### config.mk
export PLATFORM = sky130hd
export DESIGN_NAME = i2c_master_bit_sequencer
export DESIGN_NICKNAME = d
export VERILOG_FILES = /design/src/design/i2cms_pkg.sv /design/src/design/i2cms_in_reg.sv /design/src/design/i2cms_core.sv /design/src/design/i2cms_out_reg.sv /design/src/design/i2c_master_bit_sequencer.sv
export VERILOG_INCLUDE_DIRS = /design/src /design/src/design
export SDC_FILE = /design/constraint.sdc
export NUM_CORES = 1
export LEC_CHECK = 0
export ABC_AREA = 1
export BUFFER_PORTS_ARGS = -buffer_cell sky130_fd_sc_hd__buf_2
export CAP_MARGIN = 20
export CORE_AREA = 4 4 116 118
export CTS_CLUSTER_DIAMETER = 100
export DETAILED_ROUTE_END_ITERATION = 8
export DIE_AREA = 0 0 120 122
export GPL_TIMING_DRIVEN = 0
export PLACE_DENSITY = 0.85
export SLEW_MARGIN = 10
export SYNTH_ARGS = -nofsm -noshare
export SYNTH_HDL_FRONTEND = slang
export SYNTH_SLANG_ARGS = --single-unit
### constraint.sdc
create_clock -name clk -period 15 [get_ports clk]
set_input_delay 1.5 -clock clk [delete_from_list [all_inputs] [get_ports clk]]
set_output_delay 1.5 -clock clk [all_outputs]
set_load 0.01 [all_outputs]
### src/design/i2c_master_bit_sequencer_macros.svh
// assertion macros for the i2c master bit sequencer
// expects clk and rst_n in the scope of the module that uses them
`ifndef I2C_MASTER_BIT_SEQUENCER_MACROS_SVH
`define I2C_MASTER_BIT_SEQUENCER_MACROS_SVH

// checked on every rising edge once reset is released
`define I2CMS_ASSERT(lbl, prop, msg) \
  lbl: assert property (@(posedge clk) disable iff (!rst_n) prop) else $error(msg);

// checked on every rising edge, reset included
`define I2CMS_ASSERT_ALWAYS(lbl, prop, msg) \
  lbl: assert property (@(posedge clk) prop) else $error(msg);

`endif

### src/design/i2cms_pkg.sv
// shared types and constants of the i2c master bit sequencer
// no dependencies
package i2cms_pkg;

  localparam int COUNT_WIDTH_DEF = 16;
  localparam int PT_W            = 16;
  localparam logic [PT_W-1:0] PHASE_TICKS_RST = 16'd100;

  typedef enum logic [2:0] {
    CMD_NONE      = 3'd0,
    CMD_START     = 3'd1,
    CMD_STOP      = 3'd2,
    CMD_WRITE     = 3'd3,
    CMD_READ      = 3'd4,
    CMD_MACK      = 3'd5,
    CMD_CHECK_ACK = 3'd6,
    CMD_NACK_WAIT = 3'd7
  } cmd_t;

  typedef struct packed {
    logic [2:0] cmd;
    logic [7:0] data_byte;
    logic       sda_in;
  } in_item_t;

  typedef struct packed {
    logic       scl_level;
    logic       sda_drive;
    logic       sda_level;
    logic       busy_res;
    logic       done_res;
    logic [7:0] read_byte;
    logic       ack_bit;
  } out_item_t;

  typedef struct packed {
    logic scl;
    logic drv;
    logic lvl;
  } line_t;

endpackage

### src/design/i2cms_in_reg.sv
// input register of the i2c master bit sequencer
// depends on i2cms_pkg
module i2cms_in_reg (
  input  logic               clk,
  input  logic               rst_n,
  input  logic               in_valid,
  output logic               in_ready,
  input  i2cms_pkg::in_item_t in_item,
  input  logic               adv,
  output logic               item_valid,
  output i2cms_pkg::in_item_t item
);
  import i2cms_pkg::*;

  logic     valid_r;
  in_item_t item_r;

  assign in_ready   = !valid_r || adv;
  assign item_valid = valid_r;
  assign item       = item_r;

  always_ff @(posedge clk) begin
    if (!rst_n) begin
      valid_r <= 1'b0;
    end else if (in_valid && in_ready) begin
      valid_r <= 1'b1;
    end else if (adv) begin
      valid_r <= 1'b0;
    end
  end

  always_ff @(posedge clk) begin
    if (in_valid && in_ready) begin
      item_r <= in_item;
    end
  end

endmodule

### src/design/i2cms_core.sv
// line sequencer state and per-cycle update of the i2c master bit sequencer
// depends on i2cms_pkg and i2c_master_bit_sequencer_macros.svh
module i2cms_core #(
  parameter int COUNT_WIDTH = i2cms_pkg::COUNT_WIDTH_DEF
) (
  input  logic                      clk,
  input  logic                      rst_n,
  input  logic [i2cms_pkg::PT_W-1:0] phase_ticks,
  input  i2cms_pkg::in_item_t        item,
  input  logic                      adv,
  output i2cms_pkg::out_item_t       res
);
  import i2cms_pkg::*;
  `include "i2c_master_bit_sequencer_macros.svh"

  localparam int LW = (COUNT_WIDTH > PT_W) ? COUNT_WIDTH : PT_W;
  localparam logic [LW-1:0] CMAX = LW'({COUNT_WIDTH{1'b1}});

  logic [2:0]             act_r,  act_nxt;
  logic [5:0]             ph_r,   ph_nxt;
  logic [COUNT_WIDTH-1:0] tick_r, tick_nxt;
  logic [7:0]             sh_r,   sh_nxt;
  logic                   ack_r,  ack_nxt;
  logic [7:0]             rd_r,   rd_nxt;
  line_t                  ln_r,   ln_nxt;
  logic                   done;

  logic [LW-1:0]          pt_ext;
  logic [LW-1:0]          len_w;
  logic [COUNT_WIDTH-1:0] len;
  logic [5:0]             nx;
  logic                   stop_poll;

  function automatic logic [5:0] div3(input logic [5:0] p);
    logic [12:0] m;
    m = {7'd0, p} * 13'd43;
    return m[12:7];
  endfunction

  function automatic logic [5:0] mod3(input logic [5:0] p);
    logic [5:0] q;
    q = div3(p);
    return p - 6'(q * 6'd3);
  endfunction

  function automatic logic [5:0] mod6(input logic [5:0] p);
    logic [5:0] q;
    q = div3(p) >> 1;
    return p - 6'(q * 6'd6);
  endfunction

  function automatic logic [5:0] phase_total(input logic [2:0] c);
    logic [5:0] n;
    case (c)
      CMD_START: n = 6'd4;
      CMD_STOP:  n = 6'd3;
      CMD_WRITE: n = 6'd24;
      CMD_READ:  n = 6'd48;
      CMD_MACK:  n = 6'd4;
      default:   n = 6'd5;
    endcase
    return n;
  endfunction

  function automatic line_t enter_phase(input logic [2:0] c, input logic [5:0] p,
                                        input logic [7:0] s, input line_t cur);
    line_t l;
    logic [5:0] q3;
    logic [2:0] bidx;
    l    = cur;
    q3   = div3(p);
    bidx = 3'd7 - q3[2:0];
    case (c)
      CMD_START: begin
        if (p == 6'd0) begin
          l.drv = 1'b1;
          l.lvl = 1'b1;
        end else if (p == 6'd1) begin
          l.scl = 1'b1;
        end else if (p == 6'd2) begin
          l.lvl = 1'b0;
        end else begin
          l.scl = 1'b0;
        end
      end
      CMD_STOP: begin
        if (p == 6'd0) begin
          l.drv = 1'b1;
          l.lvl = 1'b0;
        end else if (p == 6'd1) begin
          l.scl = 1'b1;
        end else begin
          l.lvl = 1'b1;
        end
      end
      CMD_WRITE: begin
        if (mod3(p) == 6'd0) begin
          l.drv = 1'b1;
          l.lvl = s[bidx];
        end else if (mod3(p) == 6'd1) begin
          l.scl = 1'b1;
        end else begin
          l.scl = 1'b0;
        end
      end
      CMD_READ: begin
        if (p == 6'd0) begin
          l.drv = 1'b0;
          l.lvl = 1'b1;
        end
        if (mod6(p) == 6'd0) begin
          l.scl = 1'b1;
        end else if (mod6(p) == 6'd4) begin
          l.scl = 1'b0;
        end
      end
      CMD_MACK: begin
        if (p == 6'd0) begin
          l.drv = 1'b1;
          l.lvl = 1'b0;
        end else if (p == 6'd1) begin
          l.scl = 1'b1;
        end else if (p == 6'd3) begin
          l.scl = 1'b0;
        end
      end
      default: begin
        if (p == 6'd0) begin
          l.drv = 1'b1;
          l.lvl = 1'b1;
        end else if (p == 6'd1) begin
          l.drv = 1'b0;
          l.scl = 1'b1;
        end else if (p == 6'd4) begin
          l.scl = 1'b0;
        end
      end
    endcase
    return l;
  endfunction

  // phase length clamped to the counter range, zero acts as one
  assign pt_ext = LW'(phase_ticks);

  always_comb begin
    len_w = (pt_ext > CMAX) ? CMAX : pt_ext;
    len   = COUNT_WIDTH'(len_w);
    if (len == '0) begin
      len = COUNT_WIDTH'(1);
    end
  end

  always_comb begin
    act_nxt   = act_r;
    ph_nxt    = ph_r;
    tick_nxt  = tick_r;
    sh_nxt    = sh_r;
    ack_nxt   = ack_r;
    rd_nxt    = rd_r;
    ln_nxt    = ln_r;
    done      = 1'b0;
    nx        = 6'd0;
    stop_poll = 1'b0;

    if (act_nxt == CMD_NONE && item.cmd != CMD_NONE) begin
      act_nxt  = item.cmd;
      ph_nxt   = 6'd0;
      tick_nxt = '0;
      if (item.cmd == CMD_WRITE) begin
        sh_nxt = item.data_byte;
      end
      if (item.cmd == CMD_READ) begin
        sh_nxt = 8'd0;
      end
      ln_nxt = enter_phase(act_nxt, 6'd0, sh_nxt, ln_nxt);
    end

    if (act_nxt != CMD_NONE) begin
      if (tick_nxt < len) begin
        tick_nxt = tick_nxt + COUNT_WIDTH'(1);
      end
      if (tick_nxt >= len) begin
        nx = ph_nxt + 6'd1;
        if (act_nxt == CMD_READ && mod6(ph_nxt) == 6'd1) begin
          sh_nxt = {sh_nxt[6:0], item.sda_in};
        end
        if ((act_nxt == CMD_CHECK_ACK || act_nxt == CMD_NACK_WAIT) &&
            ph_nxt >= 6'd1 && ph_nxt <= 6'd3) begin
          stop_poll = (act_nxt == CMD_CHECK_ACK) ? !item.sda_in : item.sda_in;
          if (stop_poll || ph_nxt == 6'd3) begin
            if (act_nxt == CMD_CHECK_ACK) begin
              ack_nxt = item.sda_in;
            end
            nx = 6'd4;
          end
        end
        tick_nxt = '0;
        if (nx >= phase_total(act_nxt)) begin
          if (act_nxt == CMD_READ) begin
            rd_nxt = sh_nxt;
          end else if (act_nxt != CMD_CHECK_ACK && act_nxt != CMD_NACK_WAIT) begin
            ln_nxt.drv = 1'b0;
          end
          act_nxt = CMD_NONE;
          ph_nxt  = 6'd0;
          done    = 1'b1;
        end else begin
          ph_nxt = nx;
          ln_nxt = enter_phase(act_nxt, ph_nxt, sh_nxt, ln_nxt);
        end
      end
    end
  end

  always_comb begin
    res.scl_level = ln_nxt.scl;
    res.sda_drive = ln_nxt.drv;
    res.sda_level = ln_nxt.lvl;
    res.busy_res  = (act_nxt != CMD_NONE);
    res.done_res  = done;
    res.read_byte = rd_nxt;
    res.ack_bit   = ack_nxt;
  end

  always_ff @(posedge clk) begin
    if (!rst_n) begin
      act_r  <= CMD_NONE;
      ph_r   <= 6'd0;
      tick_r <= '0;
      sh_r   <= 8'd0;
      ack_r  <= 1'b1;
      rd_r   <= 8'd0;
      ln_r   <= '{scl: 1'b0, drv: 1'b0, lvl: 1'b1};
    end else if (adv) begin
      act_r  <= act_nxt;
      ph_r   <= ph_nxt;
      tick_r <= tick_nxt;
      sh_r   <= sh_nxt;
      ack_r  <= ack_nxt;
      rd_r   <= rd_nxt;
      ln_r   <= ln_nxt;
    end
  end

  `I2CMS_ASSERT(a_phase_in_range, (act_r != CMD_NONE) |-> (ph_r < phase_total(act_r)), "phase index beyond sequence")
  `I2CMS_ASSERT(a_idle_cleared, (act_r == CMD_NONE) |-> (ph_r == 6'd0 && tick_r == '0), "idle with stale phase or tick")
  `I2CMS_ASSERT(a_done_ends_busy, (adv && res.done_res) |=> (act_r == CMD_NONE), "done without returning idle")
  `I2CMS_ASSERT(a_read_releases, (act_r == CMD_READ) |-> (!ln_r.drv && ln_r.lvl), "sda driven during read")

endmodule

### src/design/i2cms_out_reg.sv
// result register of the i2c master bit sequencer
// depends on i2cms_pkg
module i2cms_out_reg (
  input  logic                clk,
  input  logic                rst_n,
  input  logic                item_valid,
  input  i2cms_pkg::out_item_t res,
  output logic                adv,
  output logic                out_valid,
  input  logic                out_ready,
  output i2cms_pkg::out_item_t out_item
);
  import i2cms_pkg::*;

  logic      valid_r;
  out_item_t res_r;

  assign adv       = item_valid && (!valid_r || out_ready);
  assign out_valid = valid_r;
  assign out_item  = res_r;

  always_ff @(posedge clk) begin
    if (!rst_n) begin
      valid_r <= 1'b0;
    end else if (adv) begin
      valid_r <= 1'b1;
    end else if (out_ready) begin
      valid_r <= 1'b0;
    end
  end

  always_ff @(posedge clk) begin
    if (adv) begin
      res_r <= res;
    end
  end

endmodule

### src/design/i2c_master_bit_sequencer.sv
// Each request is one clock tick of the I2C line sequencer and yields exactly one
// result, in order. A request is registered on entry, the sequencer state is
// updated in a single pass, and the result is registered on exit, with one request
// per cycle sustained while out_ready stays high. A start, stop or command byte spans
// a number of ticks set by phase_ticks (cfg_wdata, reset 100); commands that arrive
// while a sequence runs are dropped.
// top level of the i2c master bit sequencer
// depends on i2cms_pkg, i2cms_in_reg, i2cms_core and i2cms_out_reg
module i2c_master_bit_sequencer #(
  parameter int COUNT_WIDTH = i2cms_pkg::COUNT_WIDTH_DEF
) (
  input  logic                      clk,
  input  logic                      rst_n,
  input  logic                      in_valid,
  output logic                      in_ready,
  input  i2cms_pkg::in_item_t        in_item,
  output logic                      out_valid,
  input  logic                      out_ready,
  output i2cms_pkg::out_item_t       out_item,
  input  logic                      cfg_we,
  input  logic [i2cms_pkg::PT_W-1:0] cfg_wdata
);
  import i2cms_pkg::*;

  logic [PT_W-1:0] phase_ticks_r;
  logic            item_valid;
  in_item_t        item;
  out_item_t       res;
  logic            adv;

  always_ff @(posedge clk) begin
    if (!rst_n) begin
      phase_ticks_r <= PHASE_TICKS_RST;
    end else if (cfg_we) begin
      phase_ticks_r <= cfg_wdata;
    end
  end

  i2cms_in_reg u_in_reg (
    .clk        (clk),
    .rst_n      (rst_n),
    .in_valid   (in_valid),
    .in_ready   (in_ready),
    .in_item    (in_item),
    .adv        (adv),
    .item_valid (item_valid),
    .item       (item)
  );

  i2cms_core #(
    .COUNT_WIDTH (COUNT_WIDTH)
  ) u_core (
    .clk         (clk),
    .rst_n       (rst_n),
    .phase_ticks (phase_ticks_r),
    .item        (item),
    .adv         (adv),
    .res         (res)
  );

  i2cms_out_reg u_out_reg (
    .clk        (clk),
    .rst_n      (rst_n),
    .item_valid (item_valid),
    .res        (res),
    .adv        (adv),
    .out_valid  (out_valid),
    .out_ready  (out_ready),
    .out_item   (out_item)
  );

endmodule

# [After elaboration in Yosys (flattened, before gate mapping)]
# Cells that the tools add are included.
[totals] reg_bits=89 elab_cells=173
[op_classes] n_reduce_logical=27 n_mul=5 n_mux=85 addsub=6 order_cmp=7 eq_ne=21
[ops] cell="$mux 16" n=7
[ops] cell="$mux 8" n=12
[ops] cell="$mux 6" n=10
[ops] cell="$mux 1" n=42
[ops] cell="$mul 6x6->12 const B" n=2
[ops] cell="$pmux 6 s4" n=1
[ops] cell="$mux 3" n=7
[ops] cell="$eq 3x3->1 const B" n=6
[ops] cell="$eq 6x1->1 const B" n=3
[ops] cell="$eq 6x2->1 const B" n=3
[ops] cell="$logic_not 6->1" n=3
[ops] cell="$sub 6x6->6" n=3
[ops] cell="$add 16x1->16 const B" n=1
[ops] cell="$ge 16x16->1" n=1
[ops] cell="$gt 16x16->1 const B" n=1
[ops] cell="$logic_not 16->1" n=1
[ops] cell="$lt 16x16->1" n=1
[ops] cell="$pmux 3 s5" n=1
[ops] cell="$eq 3x2->1 const B" n=4
[ops] cell="$eq 6x3->1 const B" n=2
[ops] cell="$mul 4x2->5 const B" n=2
[ops] cell="$reduce_bool 3->1" n=3
[ops] cell="$logic_and 1x1->1" n=7
[ops] cell="$add 6x1->6 const B" n=1
[ops] cell="other kinds (17)" n=27

# [Depth between registers and ports, before layout]
# Gate-level depths: netlist of the first run.
[logic_depth] word_depth=20 depth_mapped=52 mapped_depth_nobuf=49

# [Modules after synthesis]
# Synthesis of the first run repeated with hierarchy kept, for this count alone.
[hier_totals] hier_cells=1215 hier_area_um2=8426.8
[modules_own_cells] module="i2cms_core" cells_per_inst=1079 area_per_inst_um2=6877.8 n_inst=1
[modules_own_cells] module="i2c_master_bit_sequencer" cells_per_inst=96 area_per_inst_um2=665.6 n_inst=1
[modules_own_cells] module="i2cms_out_reg" cells_per_inst=21 area_per_inst_um2=471.7 n_inst=1
[modules_own_cells] module="i2cms_in_reg" cells_per_inst=19 area_per_inst_um2=411.6 n_inst=1

# [Least setup slack after synthesis of the first run]
# Ideal clock, no wire load.
[synth_path] path_type="register to register" from="register u_in_reg.item_r (netlist bit u_in_reg.item[10])" to="register u_out_reg.res_r (netlist bit u_out_reg.out_item[11]) (data pin)" stages_incl_launch_ff=42 t_arrival_ps=7140 path_slack_ps=7610 setup_time_ps=249 synth_period_minus_slack_ps=7390 cell_sequence="edfxtp_1 > nor2_2 > nand2_2 > nand2_8 > inv_6 > clkbuf_1 > buf_4 > clkbuf_1 > nor2_1 > inv_1 > ha_1 > o21ai_1 > nand3_1 > nand2_1 > nand3_4 > nand2_1 > inv_2 > ha_1 > (+6 left out) > a21boi_2 > xor2_1 > ha_1 > ha_1 > ha_1 > a21oi_1 > nor2_1 > a211oi_1 > a21o_1 > nand2_1 > nand3b_1 > nand2_1 > nand3_2 > a21o_1 > nand3_2 > nand3_2 > nand2_1 > inv_1"
[synth_rtl] item="start, declared" line="i2cms_in_reg.sv:16" source="in_item_t item_r;"
[synth_rtl] item="start signal, assigned" line="i2cms_in_reg.sv:34" source="item_r <= in_item;"
[synth_rtl] item="end signal, assigned" line="i2cms_out_reg.sv:34" source="res_r <= res;"
[synth_rtl] item="end, declared" line="i2cms_out_reg.sv:16" source="out_item_t res_r;"

==> flow_summary.yaml, run 1 <==
grt:
  grt_pass1_vias: 7763
  grtUsageMet3_pct: 5.20
  grt_pass1_wl_mm: 35.6
  grt_use_met2_pct: 50.9
  busiest_layer: "met2"
  grt_overflow: 0
  met1_usage_pct: 37.2
  antenna_found_initial: 0
  grt_max_degree: 24
  grt_use_total_pct: 29.7
power:
  p_switching_uw: 295
  pwr-share-clk_pct: 29.5
  combPwrFrac_pct: 35.2
  swShare_pct: 37.8
  internal_power_uw: 485
  cellPowerDensity_mw_per_mm2: 86.0
  vdd_drop_max_mv: 0.0611
  p_leak_uw: 0.00465
  power_frac_seq_pct: 35.3
logic_synthesis:
  yosysUniqueCellTypes: 61
  syn-cell-area_sq_mm: 0.00833
  ys_warn_count: 0
  synth-edff-count: 26
  ys_seq_area_share_pct: 24.5
  ys_ff_latch: 89
  synthCells: 1157
  syn-num-nets: 1311
  avgSynthCellArea_sq_um: 7.20
  synth_top_flop_cell: "dfxtp_1"
  postSynth.asyncResetShare_pct: 0
route:
  final_antenna_net_count: 0
  vias_per_cell: 5.77
  first_pass_iters: 6
  drt-wirelength-per-cell_um: 15.4
  drt-initial-drc-count: 825
  drc: 0
  num_vias: 8029
  routed_wl_mm: 21.4
worst_setup_path:
  end_kind: "flop"
  worst_r2r_endpoint: "u_out_reg.out_item[11]"
  crit_required_ns: 15.10
  path_max_fanout: 10
  r2r_slack_ns: 5.71
  crit_top_cell: "ha_1"
  cpPeakStageDelay_ns: 0.61
  worstSetupPathType: "reg -> reg"
  cp-start-kind: "flop"
  timing.rr.start: "u_in_reg.item[10]"
  arrival_ns: 9.39
  crit_slowest_cell: "xor2_1"
  r2r_cells: 41
timing:
  max_freq_mhz: 108
  hold_viol_final: 0
  finClkSkew_ns: 0.00677
  setup_viol: 0
  layout_min_cycle_time_ns: 9.29
  fin_setup_tns_ns: 0
  slew_violations: 0
  slew_headroom_pct: 50.7
  grt_setup_unrepaired: "false"
  timing.final.crit_share_pct: 61.9
  timing.hold.ws_ns: 0.465
  worst_slew_pin_slew_ns: 0.738
final_layout:
  drive_gt1_share_pct: 11.6
  diodes: 0
  final_common_cell: "nand2_1"
  fin_cells: 1392
  syn_to_final_growth_pct: 9.01
  nNetsFinal: 1369
  num-fill-cells: 1043
  layout_common_cells: "219 x nand2_1, 206 x inv_1, 108 x ha_1, 97 x nor2_1, 78 x o21ai_0"
clock_network:
  post-cts-setup-buffers: 0
  clock-root-buffer: "clkbuf_16"
  htreeDepth: 3
  cts-buffers-inserted: 9
  cts_resized: 0
  cts_hold_buf: 0
  cts_tree: "done"
  clock_tree.buffer_depth: 2
  cts_sinks: 89
  clk_pin_slew_ns: 0.07
  insertion_delay_ns: 0.34
min_path:
  whs_path_depth: 2
  holdCritStartpoint: "u_core.sh_r[2]"
  min_to: "u_core.sh_r[2]"
  min_path_type: "reg -> reg"
status:
  status: "finished, final reports clean"
placement:
  port_buffers: 47
  hpwlAfterDp_mm: 16.6
  placedCellCount: 1376
  gp_congestion: 1.00
floorplan:
  rows: 41
  core_area_sq_mm: 0.0125
  dieArea_sq_mm: 0.0146
  die_w_um: 120
  start_util_pct: 66.8
  die_h_um: 122
  ios: 49
job:
  max_cap_viol_count: 0
==> through the flow <==
step	setup slack [ns]	util (%)	power, uW	instance area [sq um]
after global placement	6.07	70.4	538	8780
after detailed placement	5.95	70.4	546	8780
after floorplan	7.61	-	477	8330
after global routing	5.10	72.8	827	9080
final	5.71	72.8	780	9080
after CTS	5.88	72.8	776	9080
==> critical path: cells and delay by family (launching register included) <==
kind,cells,cell delay (ns)
adders and majority gates,8,2.73
buffers and inverters,9,2.18
and+or+nand+nor,16,1.79
AOI/OAI and AO/OA,7,1.25
xor gates and xnor gates,1,0.61
DFF,1,0.46
==> state kept, by name, indices dropped and copies added, names as in the netlist <==
name and cells:
u_core.ln_r 3, u_core.sh_r 8, u_out_reg.out_valid 1, u_in_reg.item 12
phase_ticks_r 16, u_core.act_r 3, u_core.tick_r 16, u_core.ph_r 6
u_in_reg.item_valid 1, u_core.ack_r 1, u_core.rd_r 8, u_out_reg.out_item 14
==> cells in the mapped netlist (3+ instances only) <==
cell type  number  area [sq um]
nand2_1       219           822
inv_1         206           773
ha_1          108          1350
nor2_1         97           364
o21ai_0        78           390
a21oi_1        74           370
dfxtp_1        63          1260
nand3_1        32           160
edfxtp_1       26           781
xor2_1         23           201
clkbuf_1       21          78.8
a31oi_1        20           125
nand2_2        17           106
nand4_1        17           106
fa_1           13           260
inv_2          11          41.3
nor3_1         11          55.1
nand3_2         9          90.1
o21ai_1         8          40.0
a21o_1          7          52.6
nor4_1          7          43.8
o21bai_1        7          52.6
a211oi_1        6          45.0
nor2_2          6          37.5
a21oi_2         4          35.0
a221oi_1        4          35.0
o2111ai_1       4          35.0
o211ai_1        4          30.0
o21ai_2         4          35.0
xnor2_1         4          35.0
buf_4           3          22.5
nand2_4         3          33.8
nand3b_1        3          22.5
nor2_8          3          60.1
o21a_1          3          22.5
==> cell families after synthesis <==
logic type,synth area share [%]
AOI/OAI and AO/OA,16.9
xor gates and xnor gates,3.23
adders and majority gates,19.4
buffers and inverters,11.4
DFF,24.5
and+or+nand+nor,24.7
==> power groups by stage <==
| stage | combinational (uW) | sequential (uW) | clock, uW |
|---|---|---|---|
| after floorplan | 197 | 280 | 0 |
| after global placement | 258 | 280 | 0 |
| after detailed placement | 266 | 280 | 0 |
| after CTS | 269 | 275 | 232 |
| after global routing | 306 | 277 | 244 |
| final | 275 | 275 | 230 |
==> worst max path at each step <==
| stage | from | end | slack, ns | cells past startpoint |
|---|---|---|---|---|
| after global routing | u_in_reg.item[10] | u_core.ln_r[1] | 5.10 | 43 |
| after CTS | u_in_reg.item[10] | u_out_reg.out_item[11] | 5.88 | 41 |
| after detailed placement | u_in_reg.item[10] | u_out_reg.out_item[11] | 5.95 | 41 |
| after floorplan | u_in_reg.item[10] | u_out_reg.out_item[11] | 7.61 | 41 |
| final | u_in_reg.item[10] | u_out_reg.out_item[11] | 5.71 | 41 |
| after global placement | u_in_reg.item[11] | u_out_reg.out_item[11] | 6.07 | 41 |
==> layer usage <==
layer / share of wire [%] / vias up
met5: 0 / -
met4: 3.4 / 0
met3: 8.1 / 71
met2: 47 / 344
met1: 42 / 3689
li1: - / 3925
==> cell type report <==
cell class	count	area (sq um)	area share (%)
buffer	26	116	1.28
clock buffer	9	225	2.48
clock inverter	7	75.1	0.827
inverter	220	831	9.15
multi-input combinational	822	5340	58.8
sequential	89	2040	22.5
tap	172	215	2.37
timing repair buffer	47	235	2.59
Power figures use the tool's default switching activity.
==> run 2, diff against run 1 <==
CORE_AREA = 4 4 126 128   (was 4 4 116 118)
DIE_AREA = 0 0 130 132   (was 0 0 120 122)
PLACE_DENSITY = 0.76   (was 0.85)
clock period = 8 ns   (was 15 ns; I/O delays follow)
==> flow_summary.yaml, run 2 (synthesis results as in run 1) <==
power:
  cellPowerDensity_mw_per_mm2: 159
  pwr-share-clk_pct: 29.4
  swShare_pct: 37.1
  combPwrFrac_pct: 35.3
  p_switching_uw: 542
  internal_power_uw: 919
  p_leak_uw: 0.00466
  power_frac_seq_pct: 35.4
  total_power_uw: 1460
  vdd_drop_max_mv: 0.0877
worst_setup_path:
  timing.rr.start: "u_in_reg.item[10]"
  cpPeakStageDelay_ns: 0.54
  setup.worst_path.start: "u_in_reg.item[10]"
  cp-start-kind: "flop"
  worstSetupPathType: "reg -> reg"
  crit_required_ns: 8.11
  arrival_ns: 7.55
  crit_top_cell: "ha_1"
  end_kind: "flop"
  path_max_fanout: 19
  crit_slowest_cell: "fa_1"
job:
  max_cap_viol_count: 0
final_layout:
  multi_input_area_sq_mm: 0.00540
  layout_common_cells: "217 x nand2_1, 205 x inv_1, 107 x ha_1, 96 x nor2_1, 78 x o21ai_0"
  num-fill-cells: 1408
  final_common_cell: "nand2_1"
  diodes: 0
  syn_to_final_growth_pct: 10.2
  drive_gt1_share_pct: 12.5
  register_area_sq_mm: 0.00204
  fin_cells: 1410
  nNetsFinal: 1371
grt:
  grt_overflow: 0
  grt_pass1_wl_mm: 34.1
  grt_use_total_pct: 24.2
  antenna_found_initial: 0
  grt_max_degree: 24
  grt_pass1_vias: 7302
placement:
  hpwlAfterDp_mm: 16.2
  place_ws_ns: -1.25
  port_buffers: 47
  placedCellCount: 1392
  gp_congestion: 0.897
route:
  drc: 0
  drt-wirelength-per-cell_um: 14.7
  first_pass_iters: 5
  num_vias: 7724
  vias_per_cell: 5.48
  final_antenna_net_count: 0
  routed_wl_mm: 20.7
  drt-initial-drc-count: 496
clock_network:
  cts_tree: "done"
  insertion_delay_ns: 0.35
  cts-buffers-inserted: 9
  cts_sinks: 89
  htreeDepth: 3
  cts_hold_buf: 0
  clock-root-buffer: "clkbuf_16"
  clock_tree.buffer_depth: 2
  clk_pin_slew_ns: 0.06
floorplan:
  ios: 49
  die_w_um: 130
  rows: 45
  dieArea_sq_mm: 0.0172
  core_area_sq_mm: 0.0149
  die_h_um: 132
  start_util_pct: 56.0
timing:
  worst_slew_pin_slew_ns: 0.751
  fin_setup_tns_ns: 0
  setup_viol: 0
  max_freq_mhz: 134
  finClkSkew_ns: 0.00496
  hold_viol_final: 0
  slew_headroom_pct: 49.6
  slew_violations: 0
  grt_setup_unrepaired: "false"
  layout_min_cycle_time_ns: 7.44
  timing.final.crit_share_pct: 93.0
  setup_slack_ns: 0.564
status:
  status: "finished, final reports clean"
min_path:
  min_path_type: "reg -> reg"
  holdCritStartpoint: "u_core.sh_r[3]"
-- run 2: changes by cell type in the layout (fill, tap and decap cells not counted), moves of 2 or more --
cell | before | now
a21oi_2 | 4 | 6
a21oi_1 | 74 | 72
buf_4 | 3 | 7
inv_6 | 3 | 1
nand2_1 | 219 | 217
-- run 2: area by class of cell --
cell class                      instances  share of cell area [%]
Buffer                                 24                    1.19
Clock buffer                           11                    2.65
Clock inverter                          5                   0.600
Inverter                              220                    9.05
Multi-Input combinational cell        822                    58.8
Sequential cell                        89                    22.3
Tap cell                              188                    2.56
Timing Repair Buffer                   51                    2.89
-- run 2: per-stage QoR --
step                area (sq um)  hold WS, ns  utilization [%]
floorplan                   8330        0.433                -
finish                      9180        0.468             61.7
CTS                         9120        0.463             61.3
global route                9180        0.483             61.7
global placement            8800        0.448             59.2
detailed placement          8800        0.453             59.2
-- run 2: path summary, 6_finish.rpt --
check	to	slack, ns	cells past startpoint
max	u_out_reg.out_item[11]	0.56	39
min	u_core.sh_r[3]	0.47	2
max reg2reg	u_out_reg.out_item[11]	0.56	39
min reg2reg	u_core.sh_r[3]	0.47	2
-- run 2: routing by layer --
metal	GRT usage [%]	routed length, um	vias to the layer above	part of all wire (%)
li1	-	-	3929	-
met5	0	0	-	0
met4	7.68	548	0	2.7
met2	40.6	9930	198	48
met1	32.3	9200	3554	44
met3	3.08	996	43	4.8
-- run 2: repair_timing --
item,4_1_cts,5_1_grt
resized for setup,3,8
setup endpoints to repair,6,6
buffers inserted,1,3
gates cloned,0,0
-- run 2: power by group through the flow --
stage          Sequential (uW)  Clock [uW]  Combinational (uW)
3_5_place_dp               526           0                 498
4_1_cts                    516         431                 503
5_1_grt                    520         446                 578
2_1_floorplan              525           0                 370
6_report                   516         429                 515
3_3_place_gp               525           0                 488
-- run 2: critical path: cells and delay by family, from the launching register on --
family	cells	cell delay (ns)
fa+ha+maj	8	2.73
compound gates	7	1.27
buf+inv	7	0.69
xor+xnor	1	0.22
simple gates	16	1.82
flops	1	0.44
==> run 3, diff against run 2 <==
CORE_AREA = 4 4 127 129   (was 4 4 126 128)
DIE_AREA = 0 0 131 133   (was 0 0 130 132)
PLACE_DENSITY = 0.75   (was 0.76)
SYNTH_HIERARCHICAL = 1   (was not set)
==> flow_summary.yaml, run 3 <==
worst_setup_path:
  path_max_fanout: 10
  crit_slowest_cell: "fa_1"
  end_kind: "flop"
  timing.rr.start: "u_in_reg/item[9]"
  crit_required_ns: 8.11
  worstSetupPathType: "reg -> reg"
  cp-start-kind: "flop"
  crit_top_cell: "nand2_1"
  arrival_ns: 7.54
  cpPeakStageDelay_ns: 0.53
  setup.worst_path.start: "u_in_reg/item[9]"
final_layout:
  nNetsFinal: 1440
  num-fill-cells: 1380
  final_area_sq_mm: 0.00932
  layout_common_cells: "229 x nand2_1, 223 x inv_1, 112 x ha_1, 110 x nor2_1"
  final_common_cell: "nand2_1"
  syn_to_final_growth_pct: 10.6
  drive_gt1_share_pct: 12.4
  diodes: 0
power:
  vdd_drop_max_mv: 0.114
  swShare_pct: 40.2
  pwr-share-clk_pct: 26.9
  combPwrFrac_pct: 40.9
  internal_power_uw: 992
  cellPowerDensity_mw_per_mm2: 178
  p_switching_uw: 666
  p_leak_uw: 0.00485
  total_power_uw: 1660
  power_frac_seq_pct: 32.1
logic_synthesis:
  yosysMostFrequentCell: "nand2_1"
  yosysUniqueCellTypes: 60
  synth-edff-count: 26
  ys_seq_area_share_pct: 24.2
  postSynth.asyncResetShare_pct: 0
  synth_common_cells: "231 x nand2_1, 227 x inv_1, 113 x ha_1"
  ys_ff_latch: 89
  synth_top_flop_cell: "dfxtp_1"
  synth_area_leaders: "ha_1 17%, dfxtp_1 15%, nand2_1 10%"
  synth_top_area_share_pct: 16.8
  yosys.area.top_type: "ha_1"
  synthCells: 1215
  avgSynthCellArea_sq_um: 6.94
  syn-cell-area_sq_mm: 0.00843
  ys_warn_count: 6
  syn-num-nets: 1374
route:
  routed_wl_mm: 20.0
  final_antenna_net_count: 0
  first_pass_iters: 5
  num_vias: 7912
  drt-wirelength-per-cell_um: 13.6
  drt-initial-drc-count: 617
  vias_per_cell: 5.37
  drc: 0
timing:
  timing.final.crit_share_pct: 92.8
  worst_slew_pin_slew_ns: 0.709
  slew_headroom_pct: 52.4
  setup_viol: 0
  slew_violations: 0
  grt_setup_unrepaired: "false"
  finClkSkew_ns: 0.0108
  max_freq_mhz: 135
  hold_viol_final: 0
  layout_min_cycle_time_ns: 7.42
clock_network:
  clk_pin_slew_ns: 0.07
  cts-buffers-inserted: 9
  cts_sinks: 89
  insertion_delay_ns: 0.35
  cts_tree: "done"
  cts_hold_buf: 0
  htreeDepth: 3
  clock-root-buffer: "clkbuf_16"
  clock_tree.buffer_depth: 2
grt:
  grt_max_degree: 18
  grt_use_total_pct: 22.9
  grt_pass1_wl_mm: 33.0
  grt_pass1_vias: 7335
  grt_overflow: 0
  antenna_found_initial: 0
placement:
  gp_congestion: 0.954
  hpwlAfterDp_mm: 15.9
  place_area_sq_mm: 0.00892
  port_buffers: 47
floorplan:
  dieArea_sq_mm: 0.0174
  ios: 49
  die_w_um: 131
  rows: 45
  core_area_sq_mm: 0.0150
  die_h_um: 133
  start_util_pct: 56.1
min_path:
  min_path_type: "reg -> reg"
  holdCritStartpoint: "u_core/sh_r[0]"
job:
  max_cap_viol_count: 0
status:
  status: "finished, final reports clean"
## run 3: changes by cell type in the layout (fill, tap and decap cells not counted), sizes merged, moves of 4 or more
cell,delta
nor3,+9
inv,+29
ha,+5
nor2,+12
nand3,+8
nand2,+12
buf,+11
a21o,-4
o21bai,-6
## run 3: power groups by stage
stage               clock [uW]  combinational [uW]  sequential [uW]
finish                     447                 679              533
global route               472                 771              538
CTS                        451                 666              532
detailed placement           0                 661              542
global placement             0                 645              541
floorplan                    0                 495              541
## run 3: worst max-delay path: cells and delay by family (launching register included)
family	cells	cell delay, ns
buffers and inverters	7	0.72
DFF	1	0.49
adders and majority gates	8	2.93
AOI/OAI and AO/OA	5	0.77
and+or+nand+nor	21	2.28
## run 3: layout make-up
| class | instances | area, sq um | area share, % |
|---|---|---|---|
| Tap cell | 188 | 235 | 2.52 |
| Clock buffer | 9 | 225 | 2.42 |
| Timing Repair Buffer | 55 | 303 | 3.25 |
| Multi-Input combinational cell | 851 | 5340 | 57.2 |
| Clock inverter | 7 | 81.3 | 0.872 |
| Buffer | 31 | 171 | 1.84 |
| Sequential cell | 89 | 2040 | 21.9 |
| Inverter | 244 | 927 | 9.95 |
## run 3: through the flow
stage          utilization, %  setup slack [ns]  hold WS (ns)  cells  setup TNS [ns]
6_report                 62.0             0.576         0.467   1474               0
5_1_grt                  62.0            0.0124         0.494   1474               0
4_1_cts                  61.4             0.126         0.468   1467               0
3_5_place_dp             59.3           -0.0102         0.457   1451         -0.0102
3_3_place_gp             59.2             0.102         0.455   1450               0
2_1_floorplan               -              1.30         0.446   1215               0
## run 3: cells by family after synthesis
family,synth area share [%]
simple gates,24.8
buf+inv,13.0
compound gates,15.2
fa+ha+maj,19.9
flops,24.2
xor+xnor,2.90
## run 3: final timing paths
| kind | end | slack [ns] | cells past startpoint |
|---|---|---|---|
| setup reg to reg | u_out_reg/out_item[11] | 0.58 | 41 |
| hold reg to reg | u_core/sh_r[0] | 0.47 | 2 |
| setup / recovery | u_out_reg/out_item[11] | 0.58 | 41 |
| hold / removal | u_core/sh_r[0] | 0.47 | 2 |
## run 3: timing repair
action,in CTS,in global routing
cloned,0,0
buffers inserted,0,6
endpoints found under the hold margin,0,0
resized for setup,1,14
endpoints found under the setup margin,1,6
## run 3: routing by layer
layer / vias up / global-route usage [%] / routed length, um / part of all wire, %
met5: - / 0 / 0 / 0
met4: 0 / 6.57 / 376 / 1.9
li1: 4078 / - / - / -
met1: 3582 / 28.6 / 8780 / 44
met3: 37 / 3.23 / 845 / 4.2
met2: 215 / 40.4 / 10000 / 50
